[src/rtl/flr_pkg.sv]
// Package for the focal law delay calculator: widths, constants, shared types.
// No dependencies.
`default_nettype none
package flr_pkg;

  localparam int MAX_ELEMENTS = 16;

  localparam int CNT_W   = 5;
  localparam int PITCH_W = 7;
  localparam int FD_W    = 11;
  localparam int IDX_W   = 4;
  localparam int OFF_W   = 12;
  localparam int AX_W    = 11;
  localparam int Y_W     = 12;
  localparam int S_W     = 25;
  localparam int T_W     = 18;
  localparam int RD_W    = 21;
  localparam int CIDX_W  = 2;
  localparam int CDAT_W  = 11;

  // square root unit: 60-bit radicand, 30-bit root
  localparam int ROOT_W  = 30;
  localparam int RAD_W   = 2 * ROOT_W;
  localparam int REM_W   = ROOT_W + 2;

  localparam logic [CIDX_W-1:0] CFG_COUNT = 2'd0;
  localparam logic [CIDX_W-1:0] CFG_PITCH = 2'd1;
  localparam logic [CIDX_W-1:0] CFG_DEPTH = 2'd2;

  localparam logic [CNT_W-1:0]   RST_COUNT = 5'd16;
  localparam logic [PITCH_W-1:0] RST_PITCH = 7'd10;
  localparam logic [FD_W-1:0]    RST_DEPTH = 11'd400;

  localparam logic [CNT_W-1:0] CNT_CAP = CNT_W'(MAX_ELEMENTS);

  // reciprocals: ceil(2^29/37), ceil(2^20/5), ceil(2^40/625)
  localparam logic [23:0] RECIP37  = 24'd14510025;
  localparam logic [17:0] RECIP5   = 18'd209716;
  localparam logic [30:0] RECIP625 = 31'd1759218605;

  localparam logic [9:0]  NS_MUL   = 10'd625;
  localparam logic [12:0] LEN_MUL  = 13'd4736;
  localparam logic [17:0] OFF_MUL  = 18'd160000;

  typedef struct packed {
    logic [CNT_W-1:0]   count;
    logic [PITCH_W-1:0] pitch;
    logic [FD_W-1:0]    depth;
  } cfg_t;

  typedef struct packed {
    logic                    err;
    logic signed [OFF_W-1:0] off;
    logic [AX_W-1:0]         ax;
    logic [T_W-1:0]          t;
    logic [T_W-1:0]          q;
    logic                    clamped;
  } side_t;

endpackage
`default_nettype wire

[src/rtl/flr_cfg.sv]
// Configuration registers: element count, pitch, focal depth.
// Uses flr_pkg.
`default_nettype none
module flr_cfg import flr_pkg::*; (
  input  wire logic              clk,
  input  wire logic              rst_n,
  input  wire logic              cfg_valid,
  output logic                   cfg_ready,
  input  wire logic [CIDX_W-1:0] cfg_index,
  input  wire logic [CDAT_W-1:0] cfg_data,
  output cfg_t                   cfg
);

  cfg_t cfg_r;

  assign cfg_ready = 1'b1;
  assign cfg       = cfg_r;

  always_ff @(posedge clk) begin
    if (!rst_n) begin
      cfg_r.count <= RST_COUNT;
      cfg_r.pitch <= RST_PITCH;
      cfg_r.depth <= RST_DEPTH;
    end else if (cfg_valid) begin
      unique case (cfg_index)
        CFG_COUNT: cfg_r.count <= cfg_data[CNT_W-1:0];
        CFG_PITCH: cfg_r.pitch <= cfg_data[PITCH_W-1:0];
        CFG_DEPTH: cfg_r.depth <= cfg_data[FD_W-1:0];
        default:   cfg_r       <= cfg_r;
      endcase
    end
  end

endmodule
`default_nettype wire

[config.mk]
export PLATFORM = sky130hd
export DESIGN_NAME = flr_cfg
export DESIGN_NICKNAME = d
export VERILOG_FILES = /design/src/rtl/flr_pkg.sv /design/src/rtl/flr_cfg.sv
export SDC_FILE = /design/constraint.sdc
export NUM_CORES = 1
export LEC_CHECK = 0
export BUFFER_PORTS_ARGS = -buffer_cell sky130_fd_sc_hd__buf_2
export CAP_MARGIN = 20
export CORE_MARGIN = 3
export CORE_UTILIZATION = 49
export DETAILED_ROUTE_END_ITERATION = 7
export GPL_TIMING_DRIVEN = 0
export PLACE_DENSITY = 0.93
export SLEW_MARGIN = 20
export SYNTH_ARGS = -nofsm -noshare
export SYNTH_HDL_FRONTEND = slang
export SYNTH_SLANG_ARGS = --single-unit
[constraint.sdc]
create_clock -name clk -period 1.8 [get_ports clk]
set_input_delay 0.36 -clock clk [delete_from_list [all_inputs] [get_ports clk]]
set_output_delay 0.36 -clock clk [all_outputs]
set_load 0.05 [all_outputs]
==> summary.log <==
[layout] count of antenna diodes in the layout 0
[routing] total via count in the routed design 804
[routing] remaining antenna violation count 0
[clock_network] Worst-path clk slew 0.12 ns
[min_path] classification of the worst-slack hold path input pin to flip-flop
[clock_network] insertion delay to the later sink of the worst-skew pair 0.32 ns
[critical_path] total number of cells along the worst setup path 1
[routing] average vias per placed instance 4.99
[pwr] power per cell area 820 mW/mm^2
[layout] most frequent cells in the layout 39 x buf_2, 26 x nand2_1, 23 x dfxtp_1, 19 x mux2i_1
[clock_network] CTS Hold Buffers Added 0
[critical_path] required time of the critical path 1.44 ns
[critical_path] ordered list of cells on the worst path buf_2
[clock_network] post-cts resize count 0
[placed_design] IO buf count 38
[yosys] synthesized area 922 um^2
[global_routing] initial antenna violation count 0
[sta] Setup Total Neg Slack 0 ns
[critical_path] Critical path destination cfg[20]
[critical_path] Setup crit end kind primary output
[clock_network] CTS HTree Levels 1
[layout] area added between synthesis and finish 27.0%
[floorplan] Die W 49.4 um
[yosys] synthesized area divided by synthesized cell count 9.81 um^2
[sta] final setup violating endpoints 0
[sta] highest achievable clock rate 0.757 GHz
[routing] total DRC errors in the routed layout 0
[routing] total wirelength of the detailed-routed design 2090 um
[critical_path] worst reg2reg path depth 2
[clock_network] root buf cell clkbuf_4
[sta] worst hold margin 0.279 ns
[placed_design] final estimated routing congestion in global placement 0.797
[layout] # nets final 153
[critical_path] sort of element at the start of the critical path flip-flop
[yosys] Yosys cell types 14
[layout] fraction of layout cells with a size suffix above 1 35.3%
[global_routing] global-route wire length before repair 3530 um
[sta] Final period util 73.4%
[sta] number of pins with negative max-slew slack in the final report 0
[pwr] leakage power summed over all cells 0.000582 uW
[routing] routed length per placed instance 13.0 um
[layout] final non-filler cell area 0.00117 mm^2
[sta] final hold violation count 0
[layout] Largest register FFs 23
[placed_design] pre-CTS worst setup slack 0.507 ns
[pwr] VDD IR max 425 uV
[yosys] largest area contributor in the synthesized netlist dfxtp_1
[critical_path] biggest fanout along the worst timing path 2
[yosys] synth top area cells dfxtp_1 50%, mux2i_1 21%, nand2_1 11%
[yosys] proportion of synthesized chip area in sequential cells 49.9%
[sta] setup repair after global routing missed its margin false
[floorplan] cell row count 15
[global_routing] maximum number of pins on one net before global-route repair 14
[global_routing] GRT Util Overall 19.2%
[floorplan] Starting Density 52.8%
[clock_network] number of buffers inserted during clock tree synthesis 3
[sta] shortest period the worst path allows 1.32 ns
[routing] drt pass-1 iters 4
[sta] clk_skew 0 ns
[placed_design] placed cell area 0.00114 mm^2
[flow_run] max_cap viols 0
[floorplan] Die Outline Area 0.00244 mm^2
[critical_path] FF-to-FF setup slack 1.13 ns
[yosys] number of nets in the synthesized netlist 110
[yosys] synthesized netlist cell count 94
[layout] Layout Utilization 67.1%
[critical_path] endpoint of the worst register-to-register path cfg[20]
[clock_network] clock tree from TritonCTS built
[clock_network] Max Root-Sink Buffers 2
[floorplan] I/O pin cnt 40
[critical_path] stage delay of the slowest cell on the critical path 0.37 ns
[critical_path] Critical R2R Launch cfg[20]
[global_routing] via count of the first global-routing pass 814
[layout] most common cell after layout, fill and taps aside buf_2
[yosys] Yosys Warn Count 0
[critical_path] beginning of the critical path cfg[20]
[critical_path] class of the most critical setup path flip-flop to primary output
[critical_path] number of buffers and inverters on the critical path 1
[layout] filler cell count in the final layout 154
[critical_path] CP arrival 0.96 ns
[global_routing] overflow left after global routing 0
[clock_network] number of clock sinks seen by CTS 23
[floorplan] core region area 0.00175 mm^2
[clock_network] post-CTS setup buffer count 0
[status] status completed
[sta] setup slack of the critical path after layout 0.479 ns
[critical_path] critical path's slowest cell dfxtp_1
[placed_design] HPWL reported at the end of detailed placement 1560 um
[routing] detailed router's first-iteration violation count 10
[yosys] flops & latches, synth 23
[floorplan] Vert. Die Dim 49.4 um
[critical_path] family of cells with the greatest summed delay on the critical path flip-flops
[yosys] share of Yosys cell area claimed by the top area cell type 49.9%
## power breakdown
group	switching, uW	internal [uW]	leakage, uW
clock network	161	83.4	0.0000177
logic	125	53.3	0.000377
registers	9.35	528	0.000187
total	295	665	0.000582
## per-layer routing
metal / track usage (%) / part of all wire [%] / vias to the layer above
li1: - / - / 396
met1: 20.5 / 42 / 378
met2: 34.2 / 49 / 25
met3: 3.06 / 5.9 / 5
met4: 12.9 / 2.5 / 0
met5: 0 / 0 / -
## Yosys cell counts
cell and count:
buf_2 1, nand4b_1 4, buf_4 2, nor2b_1 3
nand2_1 26, clkbuf_1 3, mux2i_1 19, buf_6 1
inv_1 4, conb_1 1, or3b_1 1, o211ai_1 4
dfxtp_1 23, and3b_2 2
## how the worst min path moves through the flow
| stage | to | from | depth (start not counted) | slack [ns] |
|---|---|---|---|---|
| global route | cfg[15] | cfg_data[4] | 3 | 0.28 |
| finish | cfg[9] | cfg_data[9] | 3 | 0.28 |
| global placement | cfg[9] | cfg[9] | 2 | 0.44 |
| CTS | cfg[9] | cfg_data[9] | 3 | 0.28 |
| floorplan | cfg[10] | cfg_data[10] | 2 | 0.50 |
| detailed placement | cfg[3] | cfg[3] | 2 | 0.44 |
## through the flow
| step | instances | power [uW] |
|---|---|---|
| finish | 161 | 960 |
| global placement | 157 | 722 |
| CTS | 161 | 963 |
| global route | 161 | 994 |
| floorplan | 94 | 674 |
| detailed placement | 157 | 727 |
## cell families (layout without fill, tap and decap cells)
family / after synthesis / count (layout) / synth area share (%)
DFF: 23 / 23 / 49.9
buffers and inverters: 11 / 53 / 6.24
other: 1 / 1 / 0.407
muxes: 19 / 19 / 20.6
and+or+nand+nor: 36 / 36 / 19.5
AOI/OAI and AO/OA: 4 / 4 / 3.26
## layout make-up
class / instances / area (um^2) / area share, %
buffer: 7 / 42.5 / 3.63
clock buffer: 3 / 22.5 / 1.92
clock inverter: 1 / 5.00 / 0.427
inverter: 4 / 15.0 / 1.28
multi-input combinational: 60 / 404 / 34.5
sequential: 23 / 460 / 39.3
tap: 25 / 31.3 / 2.67
timing repair buffer: 38 / 190 / 16.2
Power figures use the tool's default switching activity.
