===== src/rtl/flr_pkg.sv =====
// Package for the focal law delay calculator: widths, constants, shared types.
// No dependencies.
`default_nettype none
package flr_pkg;

  localparam int MAX_ELEMENTS = 16;

  localparam int CNT_W   = 5;
  localparam int PITCH_W = 7;
  localparam int FD_W    = 11;
  localparam int IDX_W   = 4;
  localparam int OFF_W   = 12;
  localparam int AX_W    = 11;
  localparam int Y_W     = 12;
  localparam int S_W     = 25;
  localparam int T_W     = 18;
  localparam int RD_W    = 21;
  localparam int CIDX_W  = 2;
  localparam int CDAT_W  = 11;

  // square root unit: 60-bit radicand, 30-bit root
  localparam int ROOT_W  = 30;
  localparam int RAD_W   = 2 * ROOT_W;
  localparam int REM_W   = ROOT_W + 2;

  localparam logic [CIDX_W-1:0] CFG_COUNT = 2'd0;
  localparam logic [CIDX_W-1:0] CFG_PITCH = 2'd1;
  localparam logic [CIDX_W-1:0] CFG_DEPTH = 2'd2;

  localparam logic [CNT_W-1:0]   RST_COUNT = 5'd16;
  localparam logic [PITCH_W-1:0] RST_PITCH = 7'd10;
  localparam logic [FD_W-1:0]    RST_DEPTH = 11'd400;

  localparam logic [CNT_W-1:0] CNT_CAP = CNT_W'(MAX_ELEMENTS);

  // reciprocals: ceil(2^29/37), ceil(2^20/5), ceil(2^40/625)
  localparam logic [23:0] RECIP37  = 24'd14510025;
  localparam logic [17:0] RECIP5   = 18'd209716;
  localparam logic [30:0] RECIP625 = 31'd1759218605;

  localparam logic [9:0]  NS_MUL   = 10'd625;
  localparam logic [12:0] LEN_MUL  = 13'd4736;
  localparam logic [17:0] OFF_MUL  = 18'd160000;

  typedef struct packed {
    logic [CNT_W-1:0]   count;
    logic [PITCH_W-1:0] pitch;
    logic [FD_W-1:0]    depth;
  } cfg_t;

  typedef struct packed {
    logic                    err;
    logic signed [OFF_W-1:0] off;
    logic [AX_W-1:0]         ax;
    logic [T_W-1:0]          t;
    logic [T_W-1:0]          q;
    logic                    clamped;
  } side_t;

endpackage
`default_nettype wire


===== src/rtl/flr_back.sv =====
// Back stages: depth scale by 1/625 and the output register.
// Uses flr_pkg.
`default_nettype none
module flr_back import flr_pkg::*; (
  input  wire logic              clk,
  input  wire logic              rst_n,
  input  wire logic              en,
  input  wire logic              in_v,
  input  wire logic [ROOT_W-1:0] root,
  input  wire side_t             in_side,
  output logic                   out_valid,
  output logic signed [OFF_W-1:0] out_lateral_offset,
  output logic [T_W-1:0]         out_flight_time_ns,
  output logic [T_W-1:0]         out_quantized_time_ns,
  output logic [RD_W-1:0]        out_reached_depth,
  output logic                   out_depth_clamped,
  output logic                   out_index_error
);

  logic        v1_r, vo_r;
  logic [60:0] prod_r;
  side_t       s1_r;
  logic [RD_W-1:0] depth;
  logic        ok;

  assign depth = prod_r[60:40];
  assign ok    = !s1_r.err;

  always_ff @(posedge clk) begin
    if (!rst_n) begin
      v1_r <= 1'b0;
      vo_r <= 1'b0;
    end else if (en) begin
      v1_r <= in_v;
      vo_r <= v1_r;
    end
  end

  always_ff @(posedge clk) begin
    if (en) begin
      prod_r                <= root * RECIP625;
      s1_r                  <= in_side;
      out_lateral_offset    <= ok ? s1_r.off : '0;
      out_flight_time_ns    <= ok ? s1_r.t : '0;
      out_quantized_time_ns <= ok ? s1_r.q : '0;
      out_reached_depth     <= (ok && !s1_r.clamped) ? depth : '0;
      out_depth_clamped     <= ok && s1_r.clamped;
      out_index_error       <= s1_r.err;
    end
  end

  assign out_valid = vo_r;

endmodule
`default_nettype wire


===== config.mk =====
export PLATFORM = sky130hd
export DESIGN_NAME = flr_back
export DESIGN_NICKNAME = d
export VERILOG_FILES = /design/src/rtl/flr_pkg.sv /design/src/rtl/flr_back.sv
export SDC_FILE = /design/constraint.sdc
export NUM_CORES = 1
export LEC_CHECK = 0
export BUFFER_PORTS_ARGS = -buffer_cell sky130_fd_sc_hd__buf_2
export CORE_AREA = 2 2 249 251
export CTS_CLUSTER_SIZE = 40
export DETAILED_ROUTE_END_ITERATION = 16
export DIE_AREA = 0 0 251 253
export PLACE_DENSITY = 0.51
export SLEW_MARGIN = 20
export SYNTH_ARGS = -nofsm -noshare
export SYNTH_HDL_FRONTEND = slang
export SYNTH_SLANG_ARGS = --single-unit

===== constraint.sdc =====
create_clock -name clk -period 9.1 [get_ports clk]
set_clock_uncertainty 0.05 [all_clocks]
set_input_delay 1.365 -clock clk [delete_from_list [all_inputs] [get_ports clk]]
set_output_delay 1.365 -clock clk [all_outputs]
set_load 0.005 [all_outputs]

==> run metrics <==
outcome=completed; worst path cell trace=buf_2 > inv_1 > fa_1 > fa_1 > fa_1 > fa_1 > inv_1 > fa_1 > inv_1 > fa_1 > inv_1 > fa_1 > inv_1 > fa_1 > inv_1 > ha_1 > and3_1 > a311oi_1 > o221ai_1 > a21oi_2 > o21ai_2 > a31o_4 > a2111oi_0 > nor3_1; syn_nets=2668; fmax=around 120 MHz; slew at the pin closest to its max-slew limit=0.9629 ns; Buf/Inv on CP=7; Vias=12770; Tot GR Track Use=roughly 18%; period utilization=91.98%; Post-CTS Resized=0; CTS clk-pin slew, worst paths=0.06 ns; Starting Density=34.48%; post-synthesis instance area=0.02104 mm^2; Num CTS Buffers=17; top area cells in the synthesized netlist=fa_1 (39%), edfxtp_1 (20%), ha_1 (20%); vias in the first global route=14242; final slew viol count=0; drt via density=between 4 and 5; min-delay src=prod_r[40]$_DFFE_PP_; final hold vios=0; Critical Path AT=around 8.5 ns; Crit Reg-Reg Endpoint=out_reached_depth[20]$_SDFFCE_PN0P_; std cell rows=91; # DRC=0; FF-to-FF setup slack=7.25 ns; Min Clock Period, post-route=8.371 ns; die area=0.06350 mm^2; Fillers=~6000; H-tree depth=4; first-pass GRT wire length=84570 um; routed wire length per instance=~20 um; syn avg cell area=11.52 um^2; crit path max-delay cell type=fa_1; slew margin rel.=between 30 and 40%; hold crit path type=flip-flop to flip-flop; ys async rst share=0%; # IOs=167; initial antenna violation count=4; DRT Pass-1 Iters=4; worst-skew pair later-pin latency=0.41 ns; top_reg_cell synth=edfxtp_1; layout cell share with drive strength beyond 1=10.73%; synth unique cells=48; CP startpoint kind=input pin; Gate Count Post-Synth=1826; critical path class=input pin to flip-flop; worst reg-to-reg path cell count=3; die span in y=253 um; max incr delay on CP=0.53 ns; setup repair bufs after CTS=0; Synth top cells by count=inv_1 (578), fa_1 (409), ha_1 (338); I/O Buffers=155; R2R Path Start=s1_r[60]$_DFFE_PP_; final setup violation count=0; nets=2851; total wire length=55740 um; sequential share of the synthesized area=20.45%; largest net degree at the start of global routing=81; initial DRC count=between 500 and 600; max-capacitance violation count=0; grt ovf=0; EDFF count, synth=142; Clock Root Buffer=clkbuf_16; Antenna Nets Post-Route=0; Top delay family on crit path=adder cells; RSZ-0062 raised after global routing=false; Ant. Diodes=0; Min-Delay Endpoint=out_reached_depth[0]$_SDFFCE_PN0P_; crit end category=flip-flop; area share of the largest cell type after synthesis=38.91%; Critical Path RT=just over 9 ns; number of synthesized register bits=about 140; core box area=0.06103 mm^2; Synth area leader=fa_1; post-route setup TNS=0 ns; Layout Area Growth over Synthesis=11.52%; Max Buffers Root-to-Sink=2; CTS tree=done; Hold Path Cell Cnt=1; Routability Congestion=0.9748; clk sinks=about 140; cell with the most instances after synthesis=inv_1; crit path max fanout=6; Post-DP HPWL=50640 um; Worst path most repeated cell=fa_1; hold_ws=0.4626 ns; hold_buf cts=0; Die Span X=251 um; yosys warns=0
==> worst register-to-register path, stage by stage (launching register included) <==
cell      delay, ns
edfxtp_1       0.36
buf_4          0.30
nor2_1         0.77
and2_1         0.24
==> state kept, by name (all words and copies together), names as in the netlist <==
signal                 flops
out_depth_clamped          1
out_flight_time_ns        18
out_index_error            1
out_lateral_offset        12
out_quantized_time_ns     18
out_reached_depth         21
out_valid                  1
prod_r                    21
s1_r                      50
v1_r                       1
==> per-stage QoR <==
step           area [um^2]  setup slack, ns  util (%)  std cells
6_report             23470           0.7295     38.45       2812
5_1_grt              23470           0.4159     38.45       2812
4_1_cts              23470           0.7934     38.45       2812
3_5_place_dp         22940           0.3309     37.58       2780
3_3_place_gp         22940           0.3336     37.58       2780
2_1_floorplan        21040            1.310         -       1826
==> layout by cell type, fill, tap and decap left out, drive strengths merged, types with 18 or more instances in the layout <==
| master | instances |
|---|---|
| fa | 409 |
| o21ai | 24 |
| buf | 179 |
| inv | 578 |
| and2 | 23 |
| ha | 338 |
| nor2b | 55 |
| nand2 | 34 |
| a21oi | 42 |
| edfxtp | 142 |
| clkbuf | 22 |
| a21o | 18 |
==> final cells by class <==
class | count | area [um^2] | area share [%]
multi-input cells | 1089 | 14510 | 61.84
flip-flops and latches | 144 | 4304 | 18.34
inverters | 578 | 2170 | 9.246
well taps | 790 | 988.4 | 4.212
repair buffers | 179 | 962.2 | 4.100
clock buffers | 22 | 464.2 | 1.978
clock inverters | 10 | 65.06 | 0.2773
==> cell families (layout without fill, tap and decap cells) <==
| logic type | after synthesis | after routing | share of synthesized area, % |
|---|---|---|---|
| adder cells (fa/ha/maj) | 747 | 747 | 59.01 |
| buffers and inverters | 593 | 789 | 10.58 |
| AND/OR/NAND/NOR | 185 | 185 | 4.763 |
| flip-flops | 144 | 144 | 20.45 |
| AO/OA/AOI/OAI | 129 | 129 | 4.014 |
| XOR/XNOR | 25 | 25 | 1.041 |
| multiplexers | 3 | 3 | 0.1427 |
==> layer usage <==
metal | up-vias | GRT usage (%) | share of wire [%]
li1 | 6002 | - | -
met1 | 6454 | 23.54 | 45
met2 | 236 | 30.46 | 48
met3 | 72 | 3.351 | 4.4
met4 | 6 | 5.272 | 2.9
met5 | - | 0 | 0.057
==> worst max path at each step <==
stage	startpoint	depth (start not counted)	end	slack, ns
after floorplan	root[12]	22	prod_r[58]$_DFFE_PP_	1.31
after global placement	root[8]	24	prod_r[58]$_DFFE_PP_	0.33
after detailed placement	root[8]	24	prod_r[58]$_DFFE_PP_	0.33
after CTS	root[8]	24	prod_r[58]$_DFFE_PP_	0.79
after global routing	root[8]	24	prod_r[54]$_DFFE_PP_	0.42
final	root[8]	24	prod_r[58]$_DFFE_PP_	0.73
Power is not shown: default switching activity piles up to over one toggle a cycle in this logic, so the estimate is an artifact.
