===== src/rtl/flr_pkg.sv =====
// Package for the focal law delay calculator: widths, constants, shared types.
// No dependencies.
`default_nettype none
package flr_pkg;

  localparam int MAX_ELEMENTS = 16;

  localparam int CNT_W   = 5;
  localparam int PITCH_W = 7;
  localparam int FD_W    = 11;
  localparam int IDX_W   = 4;
  localparam int OFF_W   = 12;
  localparam int AX_W    = 11;
  localparam int Y_W     = 12;
  localparam int S_W     = 25;
  localparam int T_W     = 18;
  localparam int RD_W    = 21;
  localparam int CIDX_W  = 2;
  localparam int CDAT_W  = 11;

  // square root unit: 60-bit radicand, 30-bit root
  localparam int ROOT_W  = 30;
  localparam int RAD_W   = 2 * ROOT_W;
  localparam int REM_W   = ROOT_W + 2;

  localparam logic [CIDX_W-1:0] CFG_COUNT = 2'd0;
  localparam logic [CIDX_W-1:0] CFG_PITCH = 2'd1;
  localparam logic [CIDX_W-1:0] CFG_DEPTH = 2'd2;

  localparam logic [CNT_W-1:0]   RST_COUNT = 5'd16;
  localparam logic [PITCH_W-1:0] RST_PITCH = 7'd10;
  localparam logic [FD_W-1:0]    RST_DEPTH = 11'd400;

  localparam logic [CNT_W-1:0] CNT_CAP = CNT_W'(MAX_ELEMENTS);

  // reciprocals: ceil(2^29/37), ceil(2^20/5), ceil(2^40/625)
  localparam logic [23:0] RECIP37  = 24'd14510025;
  localparam logic [17:0] RECIP5   = 18'd209716;
  localparam logic [30:0] RECIP625 = 31'd1759218605;

  localparam logic [9:0]  NS_MUL   = 10'd625;
  localparam logic [12:0] LEN_MUL  = 13'd4736;
  localparam logic [17:0] OFF_MUL  = 18'd160000;

  typedef struct packed {
    logic [CNT_W-1:0]   count;
    logic [PITCH_W-1:0] pitch;
    logic [FD_W-1:0]    depth;
  } cfg_t;

  typedef struct packed {
    logic                    err;
    logic signed [OFF_W-1:0] off;
    logic [AX_W-1:0]         ax;
    logic [T_W-1:0]          t;
    logic [T_W-1:0]          q;
    logic                    clamped;
  } side_t;

endpackage
`default_nettype wire


===== src/rtl/flr_mid.sv =====
// Middle stages: path length to ns, 10 ns quantization, depth radicand.
// Uses flr_pkg.
`default_nettype none
module flr_mid import flr_pkg::*; (
  input  wire logic              clk,
  input  wire logic              rst_n,
  input  wire logic              en,
  input  wire logic              in_v,
  input  wire logic [ROOT_W-1:0] hq,
  input  wire side_t             in_side,
  output logic                   out_v,
  output logic [RAD_W-1:0]       rad,
  output side_t                  out_side
);

  localparam int NST = 7;

  logic        v_r [NST];
  side_t       s_r [NST];

  logic [30:0] p1_r;
  logic [46:0] p2_r;
  logic [34:0] p3_r;
  logic [T_W-1:0] t;
  logic [14:0] qd;
  logic [T_W-1:0] q_nxt;
  logic [T_W-1:0] q_r;
  logic [30:0] a_r, b_r;
  logic [30:0] dif_r;
  logic [31:0] sum_r;
  logic        clamp_nxt;
  logic [RAD_W-1:0] d_r;
  side_t       s2_nxt, s3_nxt, s5_nxt;

  assign t         = p2_r[46:29];
  assign qd        = p3_r[34:20];
  assign q_nxt     = T_W'({qd, 3'b000}) + T_W'({qd, 1'b0});
  assign clamp_nxt = a_r < b_r;

  always_comb begin
    s2_nxt         = s_r[1];
    s2_nxt.t       = t;
    s3_nxt         = s_r[2];
    s3_nxt.q       = q_nxt;
    s5_nxt         = s_r[4];
    s5_nxt.clamped = clamp_nxt;
  end

  always_ff @(posedge clk) begin
    if (!rst_n) begin
      for (int i = 0; i < NST; i++) v_r[i] <= 1'b0;
    end else if (en) begin
      v_r[0] <= in_v;
      for (int i = 1; i < NST; i++) v_r[i] <= v_r[i-1];
    end
  end

  always_ff @(posedge clk) begin
    if (en) begin
      s_r[0] <= in_side;
      s_r[1] <= s_r[0];
      s_r[2] <= s2_nxt;
      s_r[3] <= s3_nxt;
      s_r[4] <= s_r[3];
      s_r[5] <= s5_nxt;
      s_r[6] <= s_r[5];

      p1_r  <= 31'(hq[20:0] * NS_MUL);
      p2_r  <= p1_r[29:7] * RECIP37;
      p3_r  <= t[T_W-1:1] * RECIP5;
      q_r   <= q_nxt;
      a_r   <= 31'(q_r * LEN_MUL);
      b_r   <= 31'(s_r[3].ax * OFF_MUL);
      dif_r <= a_r - b_r;
      sum_r <= {1'b0, a_r} + {1'b0, b_r};
      d_r   <= s_r[5].clamped ? '0 : RAD_W'(dif_r * sum_r);
    end
  end

  assign out_v    = v_r[NST-1];
  assign rad      = d_r;
  assign out_side = s_r[NST-1];

endmodule
`default_nettype wire


===== config.mk =====
export PLATFORM = sky130hd
export DESIGN_NAME = flr_mid
export DESIGN_NICKNAME = d
export VERILOG_FILES = /design/src/rtl/flr_pkg.sv /design/src/rtl/flr_mid.sv
export SDC_FILE = /design/constraint.sdc
export NUM_CORES = 2
export LEC_CHECK = 0
export ABC_AREA = 1
export BUFFER_PORTS_ARGS = -buffer_cell sky130_fd_sc_hd__buf_2
export CORE_MARGIN = 2
export CORE_UTILIZATION = 61
export CTS_BUF_LIST = sky130_fd_sc_hd__clkbuf_16
export CTS_CLUSTER_SIZE = 28
export DETAILED_ROUTE_END_ITERATION = 10
export PLACE_DENSITY = 0.79
export SLEW_MARGIN = 25
export SYNTH_ARGS = -nofsm -noshare
export SYNTH_HDL_FRONTEND = slang
export SYNTH_SLANG_ARGS = --single-unit

===== constraint.sdc =====
create_clock -name clk -period 7.52 [get_ports clk]
set_input_delay 1.504 -clock clk [delete_from_list [all_inputs] [get_ports clk]]
set_output_delay 1.504 -clock clk [all_outputs]
set_load 0.005 [all_outputs]

==> impl_metrics.env <==
export IMPL_synth_compound_area_share_pct=4.15
export IMPL_synthMuxAreaShare_pct=0
export IMPL_die_h_microns=324
export IMPL_antenna_found_initial=0
export IMPL_drt_iter0_markers=3176
export IMPL_critPathLaunchType="register"
export IMPL_layout_commonest_cell="inv_1"
export IMPL_endpoint="rad[53]"
export IMPL_dr_pass1_iters=7
export IMPL_critPathCaptureType="register"
export IMPL_worstSetupPathType="reg2reg"
export IMPL_wl_mm=141
export IMPL_synth_distinct_cells=48
export IMPL_clk_latency_ns=0.65
export IMPL_layout_common_cells="inv_1 (1812), nand2_1 (1407), fa_1 (864)"
export IMPL_synth_edf_count=514
export IMPL_worstPathMaxFanout=17
export IMPL_area_delta_synth_final_pct=6.88
export IMPL_ios=217
export IMPL_path_clk_slew_ns=0.06
export IMPL_synth_warnings=0
export IMPL_drt_vias_per_instance=5.30
export IMPL_crit_top_cell="nand2_1"
export IMPL_rrSetupSlack_ns=0.39
export IMPL_finalSetupTns_ns=0
export IMPL_rsz0062_at_grt="no"
export IMPL_synthArstFlopShare_pct=0
export IMPL_overflow=0
export IMPL_io_buffer_count=153
export IMPL_tritoncts="built"
export IMPL_grt_pass1_vias=45700
export IMPL_yosys_top_cells_area="fa_1 (28%), edfxtp_1 (25%), ha_1 (17%), inv_1 (11%), nand2_1 (8.4%)"
export IMPL_synth_fa_ha_area_share_pct=44.7
export IMPL_skew_ns=0.0391
export IMPL_clock_root_buffer="clkbuf_16"
export IMPL_crit_slowest_cell="edfxtp_1"
export IMPL_layout_min_cycle_time_ns=7.13
export IMPL_cts_path_max_buffers=3
export IMPL_max_freq_mhz=140
export IMPL_grt_max_degree=195
export IMPL_coreArea_sq_mm=0.102
export IMPL_finalHoldViolCount=0
export IMPL_gp_congestion=0.972
export IMPL_yosys_area_share_xor_xnor_pct=1.68
export IMPL_rows=117
export IMPL_numCtsBuffers=54
export IMPL_grt_usage_pct=28.0
export IMPL_worstPathRequired_ns=7.93
export IMPL_crit_chain="nand2_1 -> fa_1 -> inv_1 -> fa_1 -> inv_1 -> fa_1 -> fa_1 -> inv_1 -> fa_1 -> fa_1 -> fa_1 -> ha_1 -> ha_1 -> nand2_1 -> nor2_1 -> inv_1 -> nor3_1 -> nand2_1 -> nand2_1 -> nand2_1 -> nand2_1 -> nand2_1 -> nand2_1 -> nor2_1"
export IMPL_synth_seq_area_share_pct=24.8
export IMPL_fin_nets=8759
export IMPL_rr_endpoint="rad[53]"
export IMPL_start_util_pct=61.5
export IMPL_wl_per_cell_microns=16.9
export IMPL_r2r_start="sum_r[21]"
export IMPL_crit_start="sum_r[21]"
export IMPL_synth_top_flop_cell="edfxtp_1"
export IMPL_chipWidth_microns=324
export IMPL_synth_top_cell_by_area="fa_1"
export IMPL_antenna_cells=0
export IMPL_syn_inst=6781
export IMPL_drv_cap=0
export IMPL_yosysTopAreaCellShare_pct=27.6
export IMPL_cts_max_level=2
export IMPL_dp_hpwl_mm=117
export IMPL_ctsResizeCount=0
export IMPL_post_cts_repair_setup_buffers=0
export IMPL_r2r_cells=24
export IMPL_dieArea_sq_mm=0.105
export IMPL_synthSimpleGateAreaFrac_pct=12.9
export IMPL_hp_class="reg2reg"
export IMPL_synth_top_family_by_area="adder cells"
export IMPL_syn_area_sq_mm=0.0626
export IMPL_postCtsHoldBufs=0
export IMPL_tightest_slew_ns=1.14
export IMPL_grt_pass1_wl_mm=232
export IMPL_fin_crit_sh_pct=94.8
export IMPL_setup_viol=0
export IMPL_cts_sinks=519
export IMPL_yosys_register_bits=519
export IMPL_drive_above_1_share_pct=4.88
export IMPL_syn_avg_cell_area_sq_um=9.23
export IMPL_drc=0
export IMPL_finalMaxSlewViolations=0
export IMPL_status="finished clean"
export IMPL_max_stage_delay_ns=1.03
export IMPL_maxSlewHeadroom_pct=24.2
export IMPL_antenna_left=0
export IMPL_vias=44300
export IMPL_crit_arrival_ns=7.53
per-layer routing:
layer / vias to the layer above / routed length [microns] / GRT usage (%)
li1: 21000 / - / -
met1: 21400 / 57500 / 36.8
met2: 1483 / 68800 / 47.5
met3: 385 / 8860 / 3.51
met4: 0 / 6000 / 11.2
met5: - / 0 / 0
flip-flops by register name (all words and copies together) (netlist names):
| signal | count |
|---|---|
| rad | 44 |
| sum_r | 24 |
| s_r | 304 |
| dif_r | 22 |
| p2_r | 18 |
| a_r | 23 |
| p3_r | 17 |
| q_r | 16 |
| v_r | 7 |
| p1_r | 23 |
| b_r | 21 |
worst min-delay path by stage:
stage / startpoint / end / slack, ns / cells past startpoint
floorplan: s_r[0][37] / s_r[1][37] / 0.40 / 0
global placement: s_r[2][57] / s_r[3][57] / 0.40 / 0
detailed placement: s_r[0][38] / s_r[1][38] / 0.40 / 0
CTS: s_r[4][9] / s_r[5][9] / 0.40 / 0
global route: s_r[4][41] / s_r[5][41] / 0.42 / 0
finish: s_r[4][9] / s_r[5][9] / 0.40 / 0
logic make-up (layout without fill, tap and decap cells):
family	count (synthesis)	count (layout)
fa+ha+maj	1717	1717
compound gates	469	469
simple gates	2019	2019
flops	519	519
other cells	1	17
buf+inv	1936	2127
xor+xnor	120	120
per-stage QoR:
step	utilization (%)	hold WS, ns	instances	instance area, sq um	setup WS, ns
2_1_floorplan	-	0.400	6797	62600	1.48
3_3_place_gp	63.9	0.400	8254	65100	0.601
3_5_place_dp	63.9	0.405	8254	65100	0.525
4_1_cts	65.7	0.399	8351	66800	0.491
5_1_grt	65.7	0.419	8356	66900	0.112
6_report	65.7	0.402	8356	66900	0.394
cells in the mapped netlist (4+ instances only):
cell / count
inv_1: 1804
nand2_1: 1407
fa_1: 864
ha_1: 853
edfxtp_1: 514
nor2_1: 345
a21oi_1: 245
nand3_1: 159
o21ai_0: 123
clkbuf_1: 96
xor2_1: 96
nand4_1: 33
nor3_1: 33
o21bai_1: 27
xnor2_1: 24
buf_4: 22
a21o_1: 14
o21a_1: 11
a31oi_1: 10
nor4_1: 9
a21boi_0: 8
nand3b_1: 8
nor2_2: 6
buf_1: 5
dfxtp_1: 5
o21ai_1: 5
a21oi_2: 4
buf_2: 4
inv_2: 4
nor4_2: 4
o21ai_2: 4
o22ai_1: 4
critical path, delay by kind of cell, from the launching register on:
family                   cells  cell delay (ns)
adder cells (fa/ha/maj)      9             4.21
buffers and inverters        4             0.28
flip-flops                   1             1.03
AND/OR/NAND/NOR             11             1.34
final cells by class:
class | instances | area (sq um)
fill | 8047 | 34900
multi-input combinational | 4342 | 39700
timing repair buffer | 222 | 1350
inverter | 1808 | 6790
clock inverter | 43 | 403
sequential | 519 | 15500
clock buffer | 54 | 1350
tap | 1368 | 1710
Power is not shown: default switching activity piles up to over one toggle a cycle in this logic, so the estimate is an artifact.
