==> config.mk <==
export PLATFORM = sky130hd
export DESIGN_NAME = flr_front
export DESIGN_NICKNAME = d
export VERILOG_FILES = /design/src/rtl/flr_pkg.sv /design/src/rtl/flr_front.sv
export SDC_FILE = /design/constraint.sdc
export NUM_CORES = 1
export LEC_CHECK = 0
export BUFFER_PORTS_ARGS = -buffer_cell sky130_fd_sc_hd__buf_2
export CORE_UTILIZATION = 29
export CTS_CLUSTER_SIZE = 10
export DETAILED_ROUTE_END_ITERATION = 6
export PLACE_DENSITY = 0.42
export SLEW_MARGIN = 30
export SYNTH_ARGS = -nofsm -noshare
export SYNTH_HDL_FRONTEND = slang
export SYNTH_SLANG_ARGS = --single-unit
==> constraint.sdc <==
create_clock -name clk -period 9.6 [get_ports clk]
set_input_delay 1.92 -clock clk [delete_from_list [all_inputs] [get_ports clk]]
set_output_delay 1.92 -clock clk [all_outputs]
set_load 0.03 [all_outputs]
==> src/rtl/flr_pkg.sv <==
// Package for the focal law delay calculator: widths, constants, shared types.
// No dependencies.
`default_nettype none
package flr_pkg;

  localparam int MAX_ELEMENTS = 16;

  localparam int CNT_W   = 5;
  localparam int PITCH_W = 7;
  localparam int FD_W    = 11;
  localparam int IDX_W   = 4;
  localparam int OFF_W   = 12;
  localparam int AX_W    = 11;
  localparam int Y_W     = 12;
  localparam int S_W     = 25;
  localparam int T_W     = 18;
  localparam int RD_W    = 21;
  localparam int CIDX_W  = 2;
  localparam int CDAT_W  = 11;

  // square root unit: 60-bit radicand, 30-bit root
  localparam int ROOT_W  = 30;
  localparam int RAD_W   = 2 * ROOT_W;
  localparam int REM_W   = ROOT_W + 2;

  localparam logic [CIDX_W-1:0] CFG_COUNT = 2'd0;
  localparam logic [CIDX_W-1:0] CFG_PITCH = 2'd1;
  localparam logic [CIDX_W-1:0] CFG_DEPTH = 2'd2;

  localparam logic [CNT_W-1:0]   RST_COUNT = 5'd16;
  localparam logic [PITCH_W-1:0] RST_PITCH = 7'd10;
  localparam logic [FD_W-1:0]    RST_DEPTH = 11'd400;

  localparam logic [CNT_W-1:0] CNT_CAP = CNT_W'(MAX_ELEMENTS);

  // reciprocals: ceil(2^29/37), ceil(2^20/5), ceil(2^40/625)
  localparam logic [23:0] RECIP37  = 24'd14510025;
  localparam logic [17:0] RECIP5   = 18'd209716;
  localparam logic [30:0] RECIP625 = 31'd1759218605;

  localparam logic [9:0]  NS_MUL   = 10'd625;
  localparam logic [12:0] LEN_MUL  = 13'd4736;
  localparam logic [17:0] OFF_MUL  = 18'd160000;

  typedef struct packed {
    logic [CNT_W-1:0]   count;
    logic [PITCH_W-1:0] pitch;
    logic [FD_W-1:0]    depth;
  } cfg_t;

  typedef struct packed {
    logic                    err;
    logic signed [OFF_W-1:0] off;
    logic [AX_W-1:0]         ax;
    logic [T_W-1:0]          t;
    logic [T_W-1:0]          q;
    logic                    clamped;
  } side_t;

endpackage
`default_nettype wire

==> src/rtl/flr_front.sv <==
// Front stages: lateral offset, index check, squared path length.
// Uses flr_pkg.
`default_nettype none
module flr_front import flr_pkg::*; (
  input  wire logic             clk,
  input  wire logic             rst_n,
  input  wire logic             en,
  input  wire logic             in_v,
  input  wire logic [IDX_W-1:0] idx,
  input  wire cfg_t             cfg,
  output logic                  out_v,
  output logic [RAD_W-1:0]      rad,
  output side_t                 side
);

  logic [CNT_W-1:0]        n_use;
  logic                    err;
  logic signed [6:0]       coef;
  logic signed [14:0]      x_full;
  logic                    va_r, vb_r;
  logic                    erra_r;
  logic signed [OFF_W-1:0] xa_r;
  logic [Y_W-1:0]          ya_r;
  logic [AX_W-1:0]         ax;
  logic [S_W-1:0]          s_nxt, s_r;
  side_t                   side_r;

  assign n_use  = (cfg.count > CNT_CAP) ? CNT_CAP : cfg.count;
  assign err    = {1'b0, idx} >= n_use;
  assign coef   = $signed({2'b00, n_use}) - 7'sd1 - $signed({2'b00, idx, 1'b0});
  // for a valid index |x| <= 15 * 127, fits the offset field
  assign x_full = coef * $signed({1'b0, cfg.pitch});

  assign ax    = xa_r[OFF_W-1] ? AX_W'(-xa_r) : AX_W'(xa_r);
  assign s_nxt = S_W'(ax * ax) + S_W'(ya_r * ya_r);

  always_ff @(posedge clk) begin
    if (!rst_n) begin
      va_r <= 1'b0;
      vb_r <= 1'b0;
    end else if (en) begin
      va_r <= in_v;
      vb_r <= va_r;
    end
  end

  always_ff @(posedge clk) begin
    if (en) begin
      erra_r         <= err;
      xa_r           <= x_full[OFF_W-1:0];
      ya_r           <= {cfg.depth, 1'b0};
      s_r            <= s_nxt;
      side_r.err     <= erra_r;
      side_r.off     <= xa_r;
      side_r.ax      <= ax;
      side_r.t       <= '0;
      side_r.q       <= '0;
      side_r.clamped <= 1'b0;
    end
  end

  assign out_v = vb_r;
  assign rad   = {{(RAD_W-S_W-16){1'b0}}, s_r, 16'h0000};
  assign side  = side_r;

endmodule
`default_nettype wire

==> results of run 1 <==
[worst max-delay path: cells and delay by family, from the launching register on]
kind | cells | cell delay [ps]
adders and majority gates | 11 | 4560
and+or+nand+nor | 4 | 570
xor gates and xnor gates | 1 | 220
AOI/OAI and AO/OA | 8 | 2330
DFF | 1 | 510
buffers and inverters | 4 | 400
[timing repair]
action	CTS	global route
resized for setup	0	1
setup endpoints to repair	0	1
hold buffers	0	0
[worst paths after layout]
path / slack (ps) / to
worst max-delay path: 760 / s_r[24]
worst min-delay path: 420 / side[60]
worst max register to register: 760 / s_r[24]
worst min register to register: 420 / side[60]
[logic make-up (layout without fill, tap and decap cells)]
family,after synthesis,after routing,synth area share
AND/OR/NAND/NOR,278,278,0.113
AO/OA/AOI/OAI,121,121,0.0685
XOR/XNOR,62,62,0.0501
other,1,73,0.000318
multiplexers,6,6,0.00531
buffers and inverters,364,377,0.140
adder cells (fa/ha/maj),312,312,0.441
flip-flops,72,72,0.182
[cell usage in the layout, fill, tap and decap left out, types with 3 or more instances in the layout]
master and n:
or3_1 4, nor3_1 10, nor2b_1 20, nand2b_1 25
clkbuf_16 9, ha_1 141, a21oi_1 29, and3_1 3
o31ai_1 4, nand2_1 82, o21a_1 7, edfxtp_1 70
xnor2_1 39, conb_1 73, o21bai_1 6, a211oi_1 5
buf_2 78, inv_1 267, fa_1 171, buf_4 7
xor2_1 19, o211ai_1 3, nor2_1 78, a21boi_0 3
mux2i_1 4, a31oi_1 5, inv_2 5, nand2_2 3
inv_8 3, nand3_1 5, o21ai_0 28, and2_1 41
a21o_1 16
[layout make-up]
| cell class | count | area share |
|---|---|---|
| clock inverters | 7 | 0.00855 |
| well taps | 525 | 0.0510 |
| repair buffers | 86 | 0.0353 |
| multi-input cells | 852 | 0.641 |
| clock buffers | 9 | 0.0175 |
| inverters | 275 | 0.0803 |
| flip-flops and latches | 72 | 0.166 |
[registers in the layout, summed over array words and instances, names as in the netlist]
signal / flops
xa_r: 12
erra_r: 1
side: 22
out_v: 1
ya_r: 11
s_r: 24
va_r: 1
[metal layers]
metal  part of all wire  vias to the layer above
li1                   -                     3813
met1               0.48                     3755
met2               0.48                      107
met3              0.034                       19
met4              0.013                        0
met5                  0                        -
[stage by stage]
step / hold WS (ps) / utilization / area (µm²) / instances / setup WS, ps
2_1_floorplan: 400 / - / 12000 / 1288 / 1920
3_3_place_gp: 403 / 0.314 / 12500 / 1810 / 301
3_5_place_dp: 418 / 0.314 / 12500 / 1810 / 381
4_1_cts: 423 / 0.323 / 12900 / 1826 / 326
5_1_grt: 427 / 0.323 / 12900 / 1826 / 255
6_report: 425 / 0.323 / 12900 / 1826 / 759
==> flow_summary.json, run 1 <==
{
  "status": "finished, final reports clean",
  "start_util": 0.295,
  "hold_class": "reg -> reg",
  "clock-sinks": 72,
  "fmax_mhz": 113,
  "rsz0062_at_grt": "false",
  "fp.dieW_um": 204,
  "reg2reg_from": "ya_r[1]",
  "max_cap_violations": 0,
  "drt-initial-drc-count": 277,
  "routedWlPerCell_um": 14.4,
  "drt_wl_total_um": 26300,
  "vias_per_cell": 4.21,
  "placementRows": 73,
  "dr.pass1.iters": 4,
  "min_period_ps": 8840,
  "seq_area_frac_synth": 0.182,
  "timing.final.crit_share": 0.921,
  "ioPinCount": 153,
  "synthArstFlopShare": 0,
  "setup_viol": 0,
  "grt_max_degree": 73,
  "yosysWarnings": 0,
  "die_y_um": 204,
  "area_growth_pct": 9.38,
  "hold_viol": 0,
  "slew_viol_final": 0,
  "grt-ovfl-total": 0,
  "globalplace.congestion": 0.817,
  "root_buffer": "clkbuf_16",
  "antenna_cells": 0,
  "drive_gt1_frac": 0.0953,
  "num-fill-cells": 4188,
  "min_path_cells": 0,
  "yosysMostFrequentCell": "inv_1",
  "critPathMostFrequentCell": "fa_1",
  "grt_use_met3": 0.0249,
  "post_cts.repair.setup_buffers": 0,
  "cts_tree": "built",
  "ff_latch_area_um2": 2140,
  "synthFlopType": "edfxtp_1",
  "skew_ps": 17.2,
  "synth_edf_count": 70,
  "dr_total_vias": 7694,
  "hp-start": "erra_r",
  "max_slew_margin": 0.380,
  "clock_latency_ps": 380,
  "core-area_um2": 39900,
  "use_met1": 0.188,
  "busiest_layer": "met2",
  "synth_cell_types": 59,
  "ys_ff_latch": 72,
  "synth_area_um2": 11800,
  "drc": 0,
  "crit_arrival_ps": 8950,
  "required_ps": 9710,
  "antenna_found_initial": 0,
  "cp_slowest_stage_delay_ps": 570,
  "yosysTopAreaCellShare": 0.291,
  "cp-start-kind": "flop",
  "fin_setup_tns_ps": 0,
  "grt_util_met2": 0.223,
  "die_area_um2": 41400,
  "fin_nets": 1639,
  "cp_max_fo": 8,
  "clk_pin_slew_ps": 70,
  "grtUsageTotal": 0.138,
  "multiInputGateArea_um2": 8260,
  "ff2ff_path_depth": 28,
  "cts_buffers": 9,
  "ant_nets": 0,
  "netlist_instances": 1216,
  "grt_pass1_vias": 8163,
  "startpoint": "ya_r[1]",
  "avgSynthCellArea_um2": 9.68,
  "max-clock-path-buffers": 2,
  "dpl.hpwl_um": 22200,
  "io_buffers": 79,
  "yosysTopAreaCell": "fa_1",
  "grt_first_pass_wirelength_um": 44000,
  "crit_type": "reg -> reg",
  "worstMarginPinSlew_ps": 922,
  "slowest_stage": "fa_1",
  "synthTopCellsByArea": "fa_1, edfxtp_1, ha_1",
  "cp-end-kind": "flop",
  "htree_levels": 3,
  "synthTopCellsByCount": "inv_1, fa_1, ha_1"
}
Power of run 1 is left out: the tool's default activity adds up to more than one toggle a clock period on the data nets, which glitch-free logic cannot reach.
==> run 2, diff against run 1 <==
GPL_ROUTABILITY_DRIVEN = 1   (was not set)
PLACE_DENSITY = not set   (was 0.42)
==> run 2 against run 1 <==
Against the previous run:
- global-route usage down 0.88 points
- non-clock buffer count down 2
- sequential share of layout area barely moved
- largest cell class unchanged
- highest routed layer unchanged
==> flow_summary.json, run 2 (synthesis gave the netlist of run 1 again) <==
{
  "antenna_found_initial": 0,
  "worstMarginPinSlew_ps": 772,
  "setup_viol": 0,
  "num-fill-cells": 4104,
  "drc": 0,
  "max_cap_violations": 0,
  "drt_wl_total_um": 24700,
  "ff_latch_area_um2": 2140,
  "skew_ps": 4.96,
  "placementRows": 73,
  "antenna_cells": 0,
  "grt_pass1_vias": 8264,
  "cp_slowest_stage_delay_ps": 610,
  "dpl_cell_area_um2": 12500,
  "max_flop_register": "s_r",
  "min_period_ps": 8550,
  "dr.pass1.iters": 4,
  "io_buffers": 79,
  "layout_commonest_cell": "inv_1",
  "timing.final.crit_share": 0.891,
  "drive_gt1_frac": 0.0939,
  "final_area_um2": 12900,
  "clk_pin_slew_ps": 70,
  "dpl.hpwl_um": 20800,
  "fmax_mhz": 117,
  "vias_per_cell": 4.29,
  "multiInputGateArea_um2": 8260,
  "final_cell_mix": "inv_1, fa_1, ha_1",
  "status": "finished, final reports clean",
  "hold_class": "reg -> reg",
  "ioPinCount": 153,
  "hold_viol": 0,
  "rrSetupSlack_ps": 1050,
  "crit_type": "reg -> reg",
  "grt_max_degree": 73,
  "cts_tree": "built",
  "grtUsageTotal": 0.129,
  "clock-sinks": 72,
  "clock_latency_ps": 360,
  "globalplace.congestion": 0.850,
  "critPathMostFrequentCell": "fa_1",
  "htree_levels": 3,
  "core-area_um2": 39900,
  "cp_max_fo": 8,
  "crit_arrival_ps": 8650,
  "rsz0062_at_grt": "false",
  "routedWlPerCell_um": 13.6,
  "fin_nets": 1637,
  "cts_buffers": 9,
  "max-clock-path-buffers": 2,
  "grt-ovfl-total": 0,
  "fp.dieW_um": 204,
  "fin_setup_tns_ps": 0,
  "die_y_um": 204,
  "grt_first_pass_wirelength_um": 41900,
  "cp-end-kind": "flop",
  "die_area_um2": 41400,
  "largest_reg_flops": 24,
  "max_slew_margin": 0.480,
  "ant_nets": 0,
  "slew_viol_final": 0,
  "dr_total_vias": 7821,
  "postCtsHoldBufs": 0,
  "area_growth_pct": 9.26,
  "cp-start-kind": "flop",
  "post_cts.repair.setup_buffers": 0,
  "root_buffer": "clkbuf_16",
  "drt-initial-drc-count": 306,
  "required_ps": 9700,
  "start_util": 0.295,
  "cts_resized": 0,
  "slowest_stage": "a211oi_1"
}
[run 2: layout make-up]
class                           count  area share
Multi-Input combinational cell    852       0.642
Timing Repair Buffer               84      0.0341
Inverter                          275      0.0804
Clock buffer                        9      0.0175
Tap cell                          525      0.0511
Clock inverter                      7     0.00846
Sequential cell                    72       0.166
[run 2: worst max-delay path: cells and delay by family (launching register included)]
kind	cells	cell delay, ps
xor gates and xnor gates	1	210
buffers and inverters	4	300
and+or+nand+nor	5	740
adders and majority gates	11	4590
DFF	1	460
AOI/OAI and AO/OA	7	1990
[run 2: worst paths after layout]
path,from,endpoint,depth (start not counted)
setup reg to reg,ya_r[1],s_r[24],28
hold reg to reg,erra_r,side[60],0
hold / removal,erra_r,side[60],0
setup / recovery,ya_r[1],s_r[24],28
[run 2: metrics by stage]
step / hold slack [ps] / worst slack (ps) / cells / util
3_3_place_gp: 408 / 1200 / 1808 / 0.314
3_5_place_dp: 415 / 969 / 1808 / 0.314
2_1_floorplan: 400 / 1920 / 1288 / -
6_report: 422 / 1050 / 1824 / 0.322
4_1_cts: 426 / 938 / 1824 / 0.322
5_1_grt: 455 / 361 / 1824 / 0.322
[run 2: metal layers]
metal	vias to the layer above	share of wire	global-route usage
li1	3799	-	-
met5	-	0	0
met3	28	0.033	0.0176
met4	0	0.019	0.0419
met1	3846	0.46	0.170
met2	148	0.49	0.216
Power of run 2 is left out for the same reason.
==> run 3, diff against run 2 <==
ABC_AREA = 1   (was not set)
==> run 3 against run 2 <==
Against the previous run:
- the run now ends with DRC left
- register-to-register slack gained 560 ps
- utilization shrank 0.17 points
- cell area grew 2.4%
- flip-flop and latch count is the same
- routed wire length grew 7.7%
- synthesized area grew 3.5%
- via count grew 13%
- cell count grew 11%
- die area grew 3.4%
==> flow_summary.json, run 3 <==
{
  "status": "finished, violations left",
  "violations": "DRC",
  "largest_reg_flops": 24,
  "drt-met1-wl_um": 12300,
  "ys_ff_latch": 72,
  "cp-start-kind": "flop",
  "synthFlopType": "edfxtp_1",
  "fp.dieW_um": 207,
  "hold_viol": 0,
  "dr_total_vias": 8834,
  "max_cap_violations": 0,
  "layout_commonest_cell": "inv_1",
  "drc": 4,
  "r2r-end": "s_r[19]",
  "worstMarginPinSlew_ps": 716,
  "synthTopCellsByCount": "inv_1, nand2_1, fa_1",
  "ant_nets": 0,
  "antenna_cells": 0,
  "netlist_instances": 1419,
  "globalplace.congestion": 0.870,
  "setup_viol": 0,
  "yosysMostFrequentCell": "inv_1",
  "synthTopCellsByArea": "fa_1, edfxtp_1, ha_1",
  "root_buffer": "clkbuf_16",
  "vias_per_cell": 4.36,
  "rrSetupSlack_ps": 1600,
  "synthArstFlopShare": 0,
  "required_ps": 9770,
  "avgSynthCellArea_um2": 8.59,
  "grtUsageTotal": 0.129,
  "yosysTopAreaCell": "fa_1",
  "yosysWarnings": 0,
  "slew_viol_final": 0,
  "fin_setup_tns_ps": 0,
  "max-clock-path-buffers": 2,
  "critPathMostFrequentCell": "fa_1",
  "routedWlPerCell_um": 13.1,
  "cts_resized": 0,
  "yosysTopAreaCellShare": 0.281,
  "io_buffers": 79,
  "antenna_found_initial": 2,
  "cp_slowest_stage_delay_ps": 710,
  "skew_ps": 17.2,
  "wl_met2_um": 12500,
  "cp-end-kind": "flop",
  "cts_tree": "built",
  "htree_levels": 3,
  "min_path_cells": 0,
  "utilization": 0.321,
  "area_growth_pct": 8.20,
  "core-area_um2": 41100,
  "route.met3.wl_um": 1500,
  "synth_area_um2": 12200,
  "min_period_ps": 8000,
  "ff2ff_path_depth": 28,
  "clock_latency_ps": 360,
  "postCtsHoldBufs": 0,
  "start_util": 0.296,
  "rsz0062_at_grt": "false",
  "hold_end": "side[60]",
  "clk_pin_slew_ps": 70,
  "top_layer": "met5",
  "drt_wl_total_um": 26600,
  "synth_edf_count": 70,
  "ioPinCount": 153,
  "dr.pass1.iters": 7,
  "crit_arrival_ps": 8170,
  "post_cts.repair.setup_buffers": 0,
  "fmax_mhz": 125,
  "crit_type": "reg -> reg",
  "num-fill-cells": 4382,
  "grt_first_pass_wirelength_um": 43400,
  "timing.final.crit_share": 0.833,
  "grt_max_degree": 74,
  "synth_cell_types": 46,
  "cp_max_fo": 12,
  "max_flop_register": "s_r",
  "die_y_um": 207,
  "seq_area_frac_synth": 0.176,
  "fin_nets": 1834,
  "slowest_stage": "edfxtp_1",
  "final_cell_mix": "inv_1, nand2_1, fa_1",
  "dpl.hpwl_um": 23100,
  "drt-initial-drc-count": 405,
  "hold_class": "reg -> reg",
  "max_slew_margin": 0.523,
  "placementRows": 74,
  "hp-start": "erra_r",
  "clock-sinks": 72,
  "die_area_um2": 42800,
  "grt-ovfl-total": 0,
  "reg2reg_from": "ya_r[3]",
  "drive_gt1_frac": 0.0889,
  "grt_pass1_vias": 8806,
  "cts_buffers": 9
}
-- run 3: cell count changes after synthesis, moves of 28 or more --
cell,previous run,this run
nor2_1,78,108
a21oi_1,29,57
nand3_1,5,39
and2_1,41,0
inv_1,267,344
nand2_1,82,229
-- run 3: worst max path at each step --
stage	from	end	slack [ps]	cells after the start
4_1_cts	ya_r[3]	s_r[19]	1580	28
6_report	ya_r[3]	s_r[19]	1600	28
2_1_floorplan	ya_r[3]	s_r[19]	2330	28
3_5_place_dp	ya_r[3]	s_r[19]	1630	28
5_1_grt	ya_r[3]	s_r[19]	1130	27
3_3_place_gp	ya_r[3]	s_r[20]	1610	27
-- run 3: cells by family after synthesis --
group           Yosys count  share of synthesized area
mux                       1                   0.000924
fa+ha+maj               312                      0.426
simple gates            422                      0.146
flops                    72                      0.176
xor+xnor                 52                     0.0389
buf+inv                 447                      0.162
compound gates          112                     0.0496
other cells               1                   0.000308
-- run 3: critical path, delay by kind of cell (launching register included) --
kind,cells,cell delay [ps]
simple gates,7,950
compound gates,3,690
fa+ha+maj,11,4850
xor+xnor,2,360
flops,1,710
buf+inv,5,240
-- run 3: through the flow --
step                instance area, µm²  hold WS, ps  cells  worst slack, ps
floorplan                        12500          400   1491             2330
global placement                 12900          407   2012             1610
finish                           13200          426   2028             1600
global route                     13200          437   2028             1130
CTS                              13200          424   2028             1580
detailed placement               12900          415   2012             1630
-- run 3: routing by layer --
metal	global-route usage	up-vias
li1	-	4320
met1	0.175	4289
met2	0.208	198
met3	0.0309	23
met4	0.0305	4
met5	0	-
-- run 3: area by class of cell --
cell class / count / area [µm²] / area share
multi-input cells: 972 / 8340 / 0.632
flip-flops and latches: 72 / 2140 / 0.163
inverters: 357 / 1350 / 0.102
well taps: 532 / 666 / 0.0505
repair buffers: 79 / 402 / 0.0305
clock buffers: 10 / 229 / 0.0174
clock inverters: 6 / 60.1 / 0.00456
Power of run 3 is left out for the same reason.
